File: src/rtl/nisp_pkg.sv
package nisp_pkg;

    localparam int LENGTH_BITS = 10;
    localparam logic [7:0] TID_RESET = 8'h40;

    // Event codes
    localparam logic [2:0] EV_HEADER   = 3'd0;
    localparam logic [2:0] EV_NET_HEAD = 3'd1;
    localparam logic [2:0] EV_NET_BYTE = 3'd2;
    localparam logic [2:0] EV_ENTRY    = 3'd3;
    localparam logic [2:0] EV_TS_HEAD  = 3'd4;
    localparam logic [2:0] EV_TS_BYTE  = 3'd5;
    localparam logic [2:0] EV_END_CRC  = 3'd6;
    localparam logic [2:0] EV_BAD_TID  = 3'd7;

    // Register byte addresses
    localparam logic [2:0] ADDR_ACCEPTED_TID = 3'd0;

    typedef struct packed {
        logic [7:0] data_byte;
        logic       section_start;
    } t_in_item;

    typedef struct packed {
        logic [2:0]  event_kind;
        logic [7:0]  tag_or_table_id;
        logic [9:0]  field_length;
        logic [15:0] primary_id;
        logic [15:0] original_network;
        logic [4:0]  version;
        logic        current_next;
        logic [7:0]  section_index;
        logic [7:0]  last_section_index;
        logic [7:0]  payload_value;
        logic        duplicate_tag;
        logic [31:0] crc_value;
    } t_out_item;

    typedef enum logic [27:0] {
        PH_IDLE = 28'h0000001, PH_SKIP = 28'h0000002, PH_TID  = 28'h0000004,
        PH_SL1  = 28'h0000008, PH_SL2  = 28'h0000010, PH_NID1 = 28'h0000020,
        PH_NID2 = 28'h0000040, PH_VER  = 28'h0000080, PH_SEC  = 28'h0000100,
        PH_LAST = 28'h0000200, PH_NDL1 = 28'h0000400, PH_NDL2 = 28'h0000800,
        PH_NTAG = 28'h0001000, PH_NLEN = 28'h0002000, PH_NPAY = 28'h0004000,
        PH_TSL1 = 28'h0008000, PH_TSL2 = 28'h0010000, PH_TS1  = 28'h0020000,
        PH_TS2  = 28'h0040000, PH_ON1  = 28'h0080000, PH_ON2  = 28'h0100000,
        PH_EDL1 = 28'h0200000, PH_EDL2 = 28'h0400000, PH_ETAG = 28'h0800000,
        PH_ELEN = 28'h1000000, PH_EPAY = 28'h2000000, PH_PAD  = 28'h4000000,
        PH_CRC  = 28'h8000000
    } t_phase;

endpackage

File: src/rtl/network_info_section_parser.sv
// Channel | direction | handshake                | payload
// in      | input     | i_in_valid / o_in_stall  | i_in  (t_in_item)
// out     | output    | o_out_valid / i_out_stall| o_out (t_out_item)
// cfg     | input     | APB psel/penable/pwrite  | paddr, pwdata, prdata
// One byte is taken per cycle while the input is not stalled; the result of a
// byte shows in the output register in the cycle after it is taken. The tag-seen
// store is read when the tag byte arrives and written on the length byte, so no two accesses overlap.
// Synchronous active-low reset clears the phase; a pass after reset then clears
// all 256 entries of the tag-seen store, one entry per cycle, with the input stalled.
// Otherwise input is stalled only while a result waits and the output is stalled.
module network_info_section_parser
    import nisp_pkg::*;
(
    input  logic        i_clk,
    input  logic        i_rst_n,
    input  logic        i_in_valid,
    output logic        o_in_stall,
    input  t_in_item    i_in,
    output logic        o_out_valid,
    input  logic        i_out_stall,
    output t_out_item   o_out,
    input  logic        psel,
    input  logic        penable,
    input  logic        pwrite,
    input  logic [2:0]  paddr,
    input  logic [31:0] pwdata,
    output logic [31:0] prdata,
    output logic        pready
);

    localparam int LB = LENGTH_BITS;

    t_phase          r_ph, n_ph;
    logic [7:0]      r_skip, n_skip;
    logic [LB-1:0]   r_sl, n_sl, r_loop, n_loop, r_edl, n_edl;
    logic [7:0]      r_desc, n_desc, r_tag, n_tag;
    logic [31:0]     r_shift, n_shift, r_ids, n_ids;
    logic [15:0]     r_nid, n_nid;
    logic [5:0]      r_verf, n_verf;
    logic [7:0]      r_secn, n_secn;
    logic [7:0]      r_tid_cfg;
    logic            r_seen [256];
    logic            r_clr_busy;
    logic [7:0]      r_clr_addr;
    logic            r_dup;
    logic            n_rd, n_wr, n_emit;
    t_out_item       n_out, r_out;
    logic            r_ovld;
    logic            acc;
    logic [7:0]      b;
    logic [15:0]     two_b;
    logic [31:0]     crc_base;

    assign pready      = 1'b1;
    assign prdata      = (paddr == ADDR_ACCEPTED_TID) ? {24'd0, r_tid_cfg} : 32'd0;
    assign o_in_stall  = r_clr_busy | (r_ovld & i_out_stall);
    assign acc         = i_in_valid & ~o_in_stall;
    assign o_out_valid = r_ovld;
    assign o_out       = r_out;
    assign b           = i_in.data_byte;
    assign two_b       = {r_shift[7:0], b};
    assign crc_base    = (r_ph == PH_CRC) ? r_shift : 32'd0;

    // Config register
    always_ff @(posedge i_clk) begin
        if (!i_rst_n) begin
            r_tid_cfg <= TID_RESET;
        end else if (psel && penable && pwrite && paddr == ADDR_ACCEPTED_TID) begin
            r_tid_cfg <= pwdata[7:0];
        end
    end

    // Next-state logic for one byte
    always_comb begin
        n_ph = r_ph; n_skip = r_skip; n_sl = r_sl; n_loop = r_loop; n_edl = r_edl;
        n_desc = r_desc; n_tag = r_tag; n_shift = r_shift; n_ids = r_ids;
        n_nid = r_nid; n_verf = r_verf; n_secn = r_secn;
        n_rd = 1'b0; n_wr = 1'b0; n_emit = 1'b0;
        n_out = '0;
        if (i_in.section_start) begin
            n_skip = b;
            n_ph   = (b != 8'd0) ? PH_SKIP : PH_TID;
        end else if (r_ph == PH_IDLE) begin
            n_ph = r_ph;
        end else if (r_ph == PH_SKIP) begin
            n_skip = r_skip - 8'd1;
            if (n_skip == 8'd0) n_ph = PH_TID;
        end else if (r_ph == PH_TID) begin
            if (b != r_tid_cfg) begin
                n_emit = 1'b1;
                n_out.event_kind = EV_BAD_TID;
                n_out.tag_or_table_id = b;
                n_ph = PH_IDLE;
            end else begin
                n_tag = b;
                n_ph  = PH_SL1;
            end
        end else if (r_ph == PH_SL1) begin
            n_shift = {24'd0, b};
            n_ph    = PH_SL2;
        end else if (r_ph == PH_SL2) begin
            n_sl = two_b[LB-1:0];
            if (n_sl == '0) begin
                n_emit = 1'b1;
                n_out.event_kind = EV_END_CRC;
                n_ph = PH_IDLE;
            end else begin
                n_ph = PH_NID1;
            end
        end else if (r_sl <= LB'(4)) begin
            // CRC region
            n_shift = {crc_base[23:0], b};
            n_ph    = PH_CRC;
            if (r_sl != '0) n_sl = r_sl - LB'(1);
            if (n_sl == '0) begin
                n_emit = 1'b1;
                n_out.event_kind = EV_END_CRC;
                n_out.crc_value = n_shift;
                n_ph = PH_IDLE;
            end
        end else begin
            n_sl = r_sl - LB'(1);
            if ((r_ph == PH_NTAG || r_ph == PH_NLEN || r_ph == PH_NPAY ||
                 r_ph == PH_TS1 || r_ph == PH_TS2 || r_ph == PH_ON1 ||
                 r_ph == PH_ON2 || r_ph == PH_EDL1 || r_ph == PH_EDL2 ||
                 r_ph == PH_ETAG || r_ph == PH_ELEN || r_ph == PH_EPAY) &&
                r_loop != '0)
                n_loop = r_loop - LB'(1);
            if ((r_ph == PH_ETAG || r_ph == PH_ELEN || r_ph == PH_EPAY) && r_edl != '0)
                n_edl = r_edl - LB'(1);
            unique case (r_ph)
                PH_NID1: begin n_shift = {24'd0, b}; n_ph = PH_NID2; end
                PH_NID2: begin n_nid = two_b; n_ph = PH_VER; end
                PH_VER:  begin n_verf = b[5:0]; n_ph = PH_SEC; end
                PH_SEC:  begin n_secn = b; n_ph = PH_LAST; end
                PH_LAST: begin
                    n_emit = 1'b1;
                    n_out.event_kind = EV_HEADER;
                    n_out.tag_or_table_id = r_tag;
                    n_out.field_length = 10'(n_sl + LB'(5));
                    n_out.primary_id = r_nid;
                    n_out.version = r_verf[5:1];
                    n_out.current_next = r_verf[0];
                    n_out.section_index = r_secn;
                    n_out.last_section_index = b;
                    n_ph = PH_NDL1;
                end
                PH_NDL1: begin n_shift = {24'd0, b}; n_ph = PH_NDL2; end
                PH_NDL2: begin
                    n_loop = two_b[LB-1:0];
                    n_ph = (n_loop == '0) ? PH_TSL1 : PH_NTAG;
                end
                PH_NTAG: begin n_tag = b; n_rd = 1'b1; n_ph = PH_NLEN; end
                PH_NLEN: begin
                    n_emit = 1'b1;
                    n_wr = 1'b1;
                    n_out.event_kind = EV_NET_HEAD;
                    n_out.tag_or_table_id = r_tag;
                    n_out.field_length = {2'd0, b};
                    n_out.duplicate_tag = r_dup;
                    n_desc = b;
                    if (b == 8'd0) n_ph = (n_loop == '0) ? PH_TSL1 : PH_NTAG;
                    else n_ph = PH_NPAY;
                end
                PH_NPAY: begin
                    n_emit = 1'b1;
                    n_out.event_kind = EV_NET_BYTE;
                    n_out.tag_or_table_id = r_tag;
                    n_out.payload_value = b;
                    n_desc = r_desc - 8'd1;
                    if (n_desc == 8'd0) n_ph = (n_loop == '0) ? PH_TSL1 : PH_NTAG;
                end
                PH_TSL1: begin n_shift = {24'd0, b}; n_ph = PH_TSL2; end
                PH_TSL2: begin
                    n_loop = two_b[LB-1:0];
                    n_ph = (n_loop == '0) ? PH_PAD : PH_TS1;
                end
                PH_TS1:  begin n_ids = {r_ids[23:0], b}; n_ph = PH_TS2; end
                PH_TS2:  begin n_ids = {r_ids[23:0], b}; n_ph = PH_ON1; end
                PH_ON1:  begin n_ids = {r_ids[23:0], b}; n_ph = PH_ON2; end
                PH_ON2:  begin n_ids = {r_ids[23:0], b}; n_ph = PH_EDL1; end
                PH_EDL1: begin n_shift = {24'd0, b}; n_ph = PH_EDL2; end
                PH_EDL2: begin
                    n_edl = two_b[LB-1:0];
                    n_emit = 1'b1;
                    n_out.event_kind = EV_ENTRY;
                    n_out.field_length = n_edl[9:0];
                    n_out.primary_id = r_ids[31:16];
                    n_out.original_network = r_ids[15:0];
                    if (n_edl != '0) n_ph = PH_ETAG;
                    else n_ph = (n_loop == '0) ? PH_PAD : PH_TS1;
                end
                PH_ETAG: begin n_tag = b; n_ph = PH_ELEN; end
                PH_ELEN: begin
                    n_emit = 1'b1;
                    n_out.event_kind = EV_TS_HEAD;
                    n_out.tag_or_table_id = r_tag;
                    n_out.field_length = {2'd0, b};
                    n_out.primary_id = r_ids[31:16];
                    n_out.original_network = r_ids[15:0];
                    n_desc = b;
                    if (b != 8'd0) n_ph = PH_EPAY;
                    else if (n_edl != '0) n_ph = PH_ETAG;
                    else n_ph = (n_loop == '0) ? PH_PAD : PH_TS1;
                end
                PH_EPAY: begin
                    n_emit = 1'b1;
                    n_out.event_kind = EV_TS_BYTE;
                    n_out.tag_or_table_id = r_tag;
                    n_out.primary_id = r_ids[31:16];
                    n_out.original_network = r_ids[15:0];
                    n_out.payload_value = b;
                    n_desc = r_desc - 8'd1;
                    if (n_desc == 8'd0) begin
                        if (n_edl != '0) n_ph = PH_ETAG;
                        else n_ph = (n_loop == '0) ? PH_PAD : PH_TS1;
                    end
                end
                default: n_ph = r_ph;
            endcase
        end
    end

    // Parser state
    always_ff @(posedge i_clk) begin
        if (!i_rst_n) begin
            r_ph <= PH_IDLE; r_skip <= '0; r_sl <= '0; r_loop <= '0; r_edl <= '0;
            r_desc <= '0; r_tag <= '0; r_shift <= '0; r_ids <= '0;
            r_nid <= '0; r_verf <= '0; r_secn <= '0;
        end else if (acc) begin
            r_ph <= n_ph; r_skip <= n_skip; r_sl <= n_sl; r_loop <= n_loop;
            r_edl <= n_edl; r_desc <= n_desc; r_tag <= n_tag; r_shift <= n_shift;
            r_ids <= n_ids; r_nid <= n_nid; r_verf <= n_verf; r_secn <= n_secn;
        end
    end

    // Clearing pass over the tag-seen store after reset
    always_ff @(posedge i_clk) begin
        if (!i_rst_n) begin
            r_clr_busy <= 1'b1;
            r_clr_addr <= '0;
        end else if (r_clr_busy) begin
            r_clr_addr <= r_clr_addr + 8'd1;
            if (r_clr_addr == 8'hFF) r_clr_busy <= 1'b0;
        end
    end

    // Tag-seen store: cleared entry by entry, then set on the length byte
    always_ff @(posedge i_clk) begin
        if (r_clr_busy) begin
            r_seen[r_clr_addr] <= 1'b0;
        end else if (acc && n_wr) begin
            r_seen[r_tag] <= 1'b1;
        end
    end

    // Registered read on the tag byte
    always_ff @(posedge i_clk) begin
        if (acc && n_rd) r_dup <= r_seen[b];
    end

    // Output register
    always_ff @(posedge i_clk) begin
        if (!i_rst_n) begin
            r_ovld <= 1'b0;
        end else if (acc && n_emit) begin
            r_ovld <= 1'b1;
        end else if (!i_out_stall) begin
            r_ovld <= 1'b0;
        end
    end

    always_ff @(posedge i_clk) begin
        if (acc && n_emit) r_out <= n_out;
    end

endmodule

File: config.mk
export PLATFORM = sky130hd
export DESIGN_NAME = network_info_section_parser
export DESIGN_NICKNAME = d
export VERILOG_FILES = /design/src/rtl/nisp_pkg.sv /design/src/rtl/network_info_section_parser.sv
export SDC_FILE = /design/constraint.sdc
export NUM_CORES = 1
export LEC_CHECK = 0
export ABC_AREA = 1
export ABC_CLOCK_PERIOD_IN_PS = 6650
export BUFFER_PORTS_ARGS = -buffer_cell sky130_fd_sc_hd__clkbuf_2
export CORE_MARGIN = 2
export CORE_UTILIZATION = 40
export CTS_CLUSTER_SIZE = 16
export DETAILED_ROUTE_END_ITERATION = 8
export RECOVER_POWER = 50
export SLEW_MARGIN = 20
export SYNTH_ARGS = -nofsm -noshare
export SYNTH_HDL_FRONTEND = slang
export SYNTH_SLANG_ARGS = --single-unit
File: constraint.sdc
create_clock -name i_clk -period 6.65 [get_ports i_clk]
set_input_delay 0.3325 -clock i_clk [delete_from_list [all_inputs] [get_ports i_clk]]
set_output_delay 0.3325 -clock i_clk [all_outputs]
set_load 0.01 [all_outputs]
==> flow_metrics.tcl <==
set metrics [dict create \
    fin_area_sq_um 29500 \
    fin_crit_sh 0.779 \
    synthCells 3009 \
    synth-adder-area-share 0.00425 \
    port_buffers 152 \
    ys_ff_latch 559 \
    initial_utilization 0.403 \
    violations "max-capacitance violations, max-slew violations" \
    peakVddDrop_uv 197 \
    grt_pass1_wl_microns 115000 \
    rsz0062_at_grt "false" \
    ys_seq_area_frac 0.563 \
    syn_area_per_cell_sq_um 8.82 \
    grt-ovfl-total 0 \
    critPathLaunchType "input port" \
    grtUsageTotal 0.220 \
    finalSetupViolations 0 \
    fillerInstances 6579 \
    wl_per_cell_microns 19.2 \
    relSlewSlack -0.830 \
    hold_class "input port to flip-flop" \
    synthMuxAreaShare 0 \
    dp.cells 3879 \
    crit_arrival_ns 5.66 \
    yosysWarnings 0 \
    synth_top_family_by_area "simple AND/OR/NAND/NOR gates" \
    dp_hpwl_microns 47200 \
    drive_gt1_frac 0.0788 \
    clk_path_buf_depth 3 \
    antenna_left 0 \
    rows 94 \
    cp_cell_sequence "clkbuf_1 -> clkbuf_1 -> clkinv_1 -> clkbuf_2 -> a221oi_1" \
    worst_r2r_path_depth 17 \
    vias 21400 \
    slew_violations 477 \
    syn_area_sq_um 26500 \
    final_common_cell "nor2_1" \
    finalWirelength_microns 76600 \
    place_congestion 0.919 \
    synth_edf_count 373 \
    crit_path_max_incr_delay_ns 1.81 \
    grt_start_max_net_pins 98 \
    fmax_mhz 193 \
    die_w_microns 262 \
    synthSimpleGateAreaFrac 0.208 \
    dr.pass1.iters 5 \
    ff2ff_setup_slack_ns 1.58 \
    ys_types 55 \
    min_to "r_tid_cfg[5]" \
    cts-root-buf "clkbuf_16" \
    min_from "pwdata[5]" \
    ys.flop_type "edfxtp_1" \
    path_clk_slew_ns 0.06 \
    cp.required_ns 7.13 \
    insertion_delay_ns 0.64 \
    clock_skew_ns 0.0390 \
    postPlaceCellArea_sq_um 27800 \
    cp-end-kind "flip-flop" \
    regToRegStartpoint "r_ph[12]" \
    synth_compound_area_frac 0.142 \
    power.leakage_nw 9.54 \
    drc 0 \
    cap_violations 7 \
    r2r-end "o_out[92]" \
    syn2layout_area_growth_pct 11.4 \
    drt_iter0_markers 2252 \
    synthArstFlopShare 0 \
    critPathKind "input port to flip-flop" \
    worst_slew_pin_slew_ns 2.75 \
    htree_levels 2 \
    path_common_cell "clkbuf_1" \
    cts_resized 0 \
    total_power_mw 7.21 \
    cp_slowest_cell "clkbuf_1" \
    fp.coreArea_sq_um 65700 \
    cts_buffers 60 \
    layout.nets 3143 \
    cts_tree "done" \
    viasPerCell 5.35 \
    status "finished with violations" \
    grt_pass1_vias 19300 \
    die_area_sq_um 68400 \
    synth_xor_area_frac 0.00958 \
    fin_setup_tns_ns 0 \
    final_cell_mix "nor2_1 (688), edfxtp_1 (373), nand2_1 (327)" \
    post_cts_buffers 0 \
    whs_path_depth 3 \
    min_period_ns 5.18 \
    cts.sinks 559 \
    antenna_cells 0 \
    cts_hold_buf 6 \
    hold-worst-slack_ns 0.0399 \
    final_cells 3997 \
    antenna_found_initial 1 \
    power_density_nw_per_um2 244 \
    worstPathMaxFanout 74 \
    die_h_microns 262 \
    top_level_ports 202 \
    finalHoldViolCount 0 \
]
how the worst max path moves through the flow:
stage / slack (ns) / start / to / depth (start not counted)
2_1_floorplan: 1.92 / r_ph[16] / o_out[0] / 12
3_3_place_gp: 1.89 / i_in[8] / o_out[34] / 11
3_5_place_dp: 1.84 / i_in[8] / o_out[34] / 11
4_1_cts: 1.89 / r_sl[0] / r_seen[65] / 11
5_1_grt: 0.88 / i_rst_n / r_loop[5] / 5
6_report: 1.47 / i_rst_n / r_loop[4] / 5
cells in the mapped netlist (8+ instances only):
cell type    n  area [sq um]
a211oi_1    13          97.6
a21oi_1    179           896
a221oi_1    13           114
a31oi_1     27           169
buf_2       36           180
buf_4       29           218
buf_6        8          90.1
clkbuf_1   127           477
dfxtp_1    186          3720
edfxtp_1   373         11200
ha_1         9           113
inv_1      233           875
inv_2       19          71.3
nand2_1    325          1220
nand2_2     29           181
nand2_4      9           101
nand3_1     82           410
nand4_1     36           225
nor2_1     690          2590
nor2_2      12          75.1
nor2_4      15           169
nor3_1      55           275
nor4_1       9          56.3
o21ai_0    307          1540
o22ai_1     82           513
o32ai_1     20           175
xor2_1      24           210
layer usage:
metal  GRT usage  vias to the layer above  share of wire
li1            -                    10300              -
met1       0.310                    10200           0.44
met2       0.344                      755           0.45
met3      0.0399                      101          0.078
met4      0.0682                        0          0.027
met5           0                        -              0
state kept, by name (all words and copies together) (netlist names), 10 cells and up:
name and flops:
r_edl 10, r_ph 28, r_ids 32, r_sl 10, r_shift 24, o_out 116, r_seen 256, r_loop 10
r_nid 16
power by group:
group	internal (mW)	switching [mW]
clock	1.86	1.40
combinational	0.0632	0.218
sequential	3.67	0.00178
total	5.59	1.62
final cells by class:
| cell class | count | area [sq um] | area share |
|---|---|---|---|
| tap | 864 | 1080 | 0.0366 |
| clock buffer | 84 | 1660 | 0.0563 |
| sequential | 559 | 14900 | 0.505 |
| multi-input combinational | 2013 | 9750 | 0.330 |
| clock inverter | 28 | 253 | 0.00855 |
| timing repair buffer | 190 | 886 | 0.0300 |
| inverter | 259 | 990 | 0.0335 |
critical path, delay by kind of cell:
kind                   cells  cell delay, ns
AO/OA/AOI/OAI              1            0.58
buffers and inverters      4            4.64
cells by family after synthesis:
| group | count (synthesis) |
|---|---|
| AND/OR/NAND/NOR | 1279 |
| AO/OA/AOI/OAI | 671 |
| flip-flops | 559 |
| buffers and inverters | 460 |
| XOR/XNOR | 29 |
| adder cells (fa/ha/maj) | 9 |
| other | 2 |
metrics by stage:
step	setup slack [ns]	utilization
after CTS	1.89	0.452
final	1.47	0.449
after floorplan	1.92	-
after global routing	0.882	0.449
after global placement	1.89	0.422
after detailed placement	1.84	0.422
(Power assumes the default switching activity.)
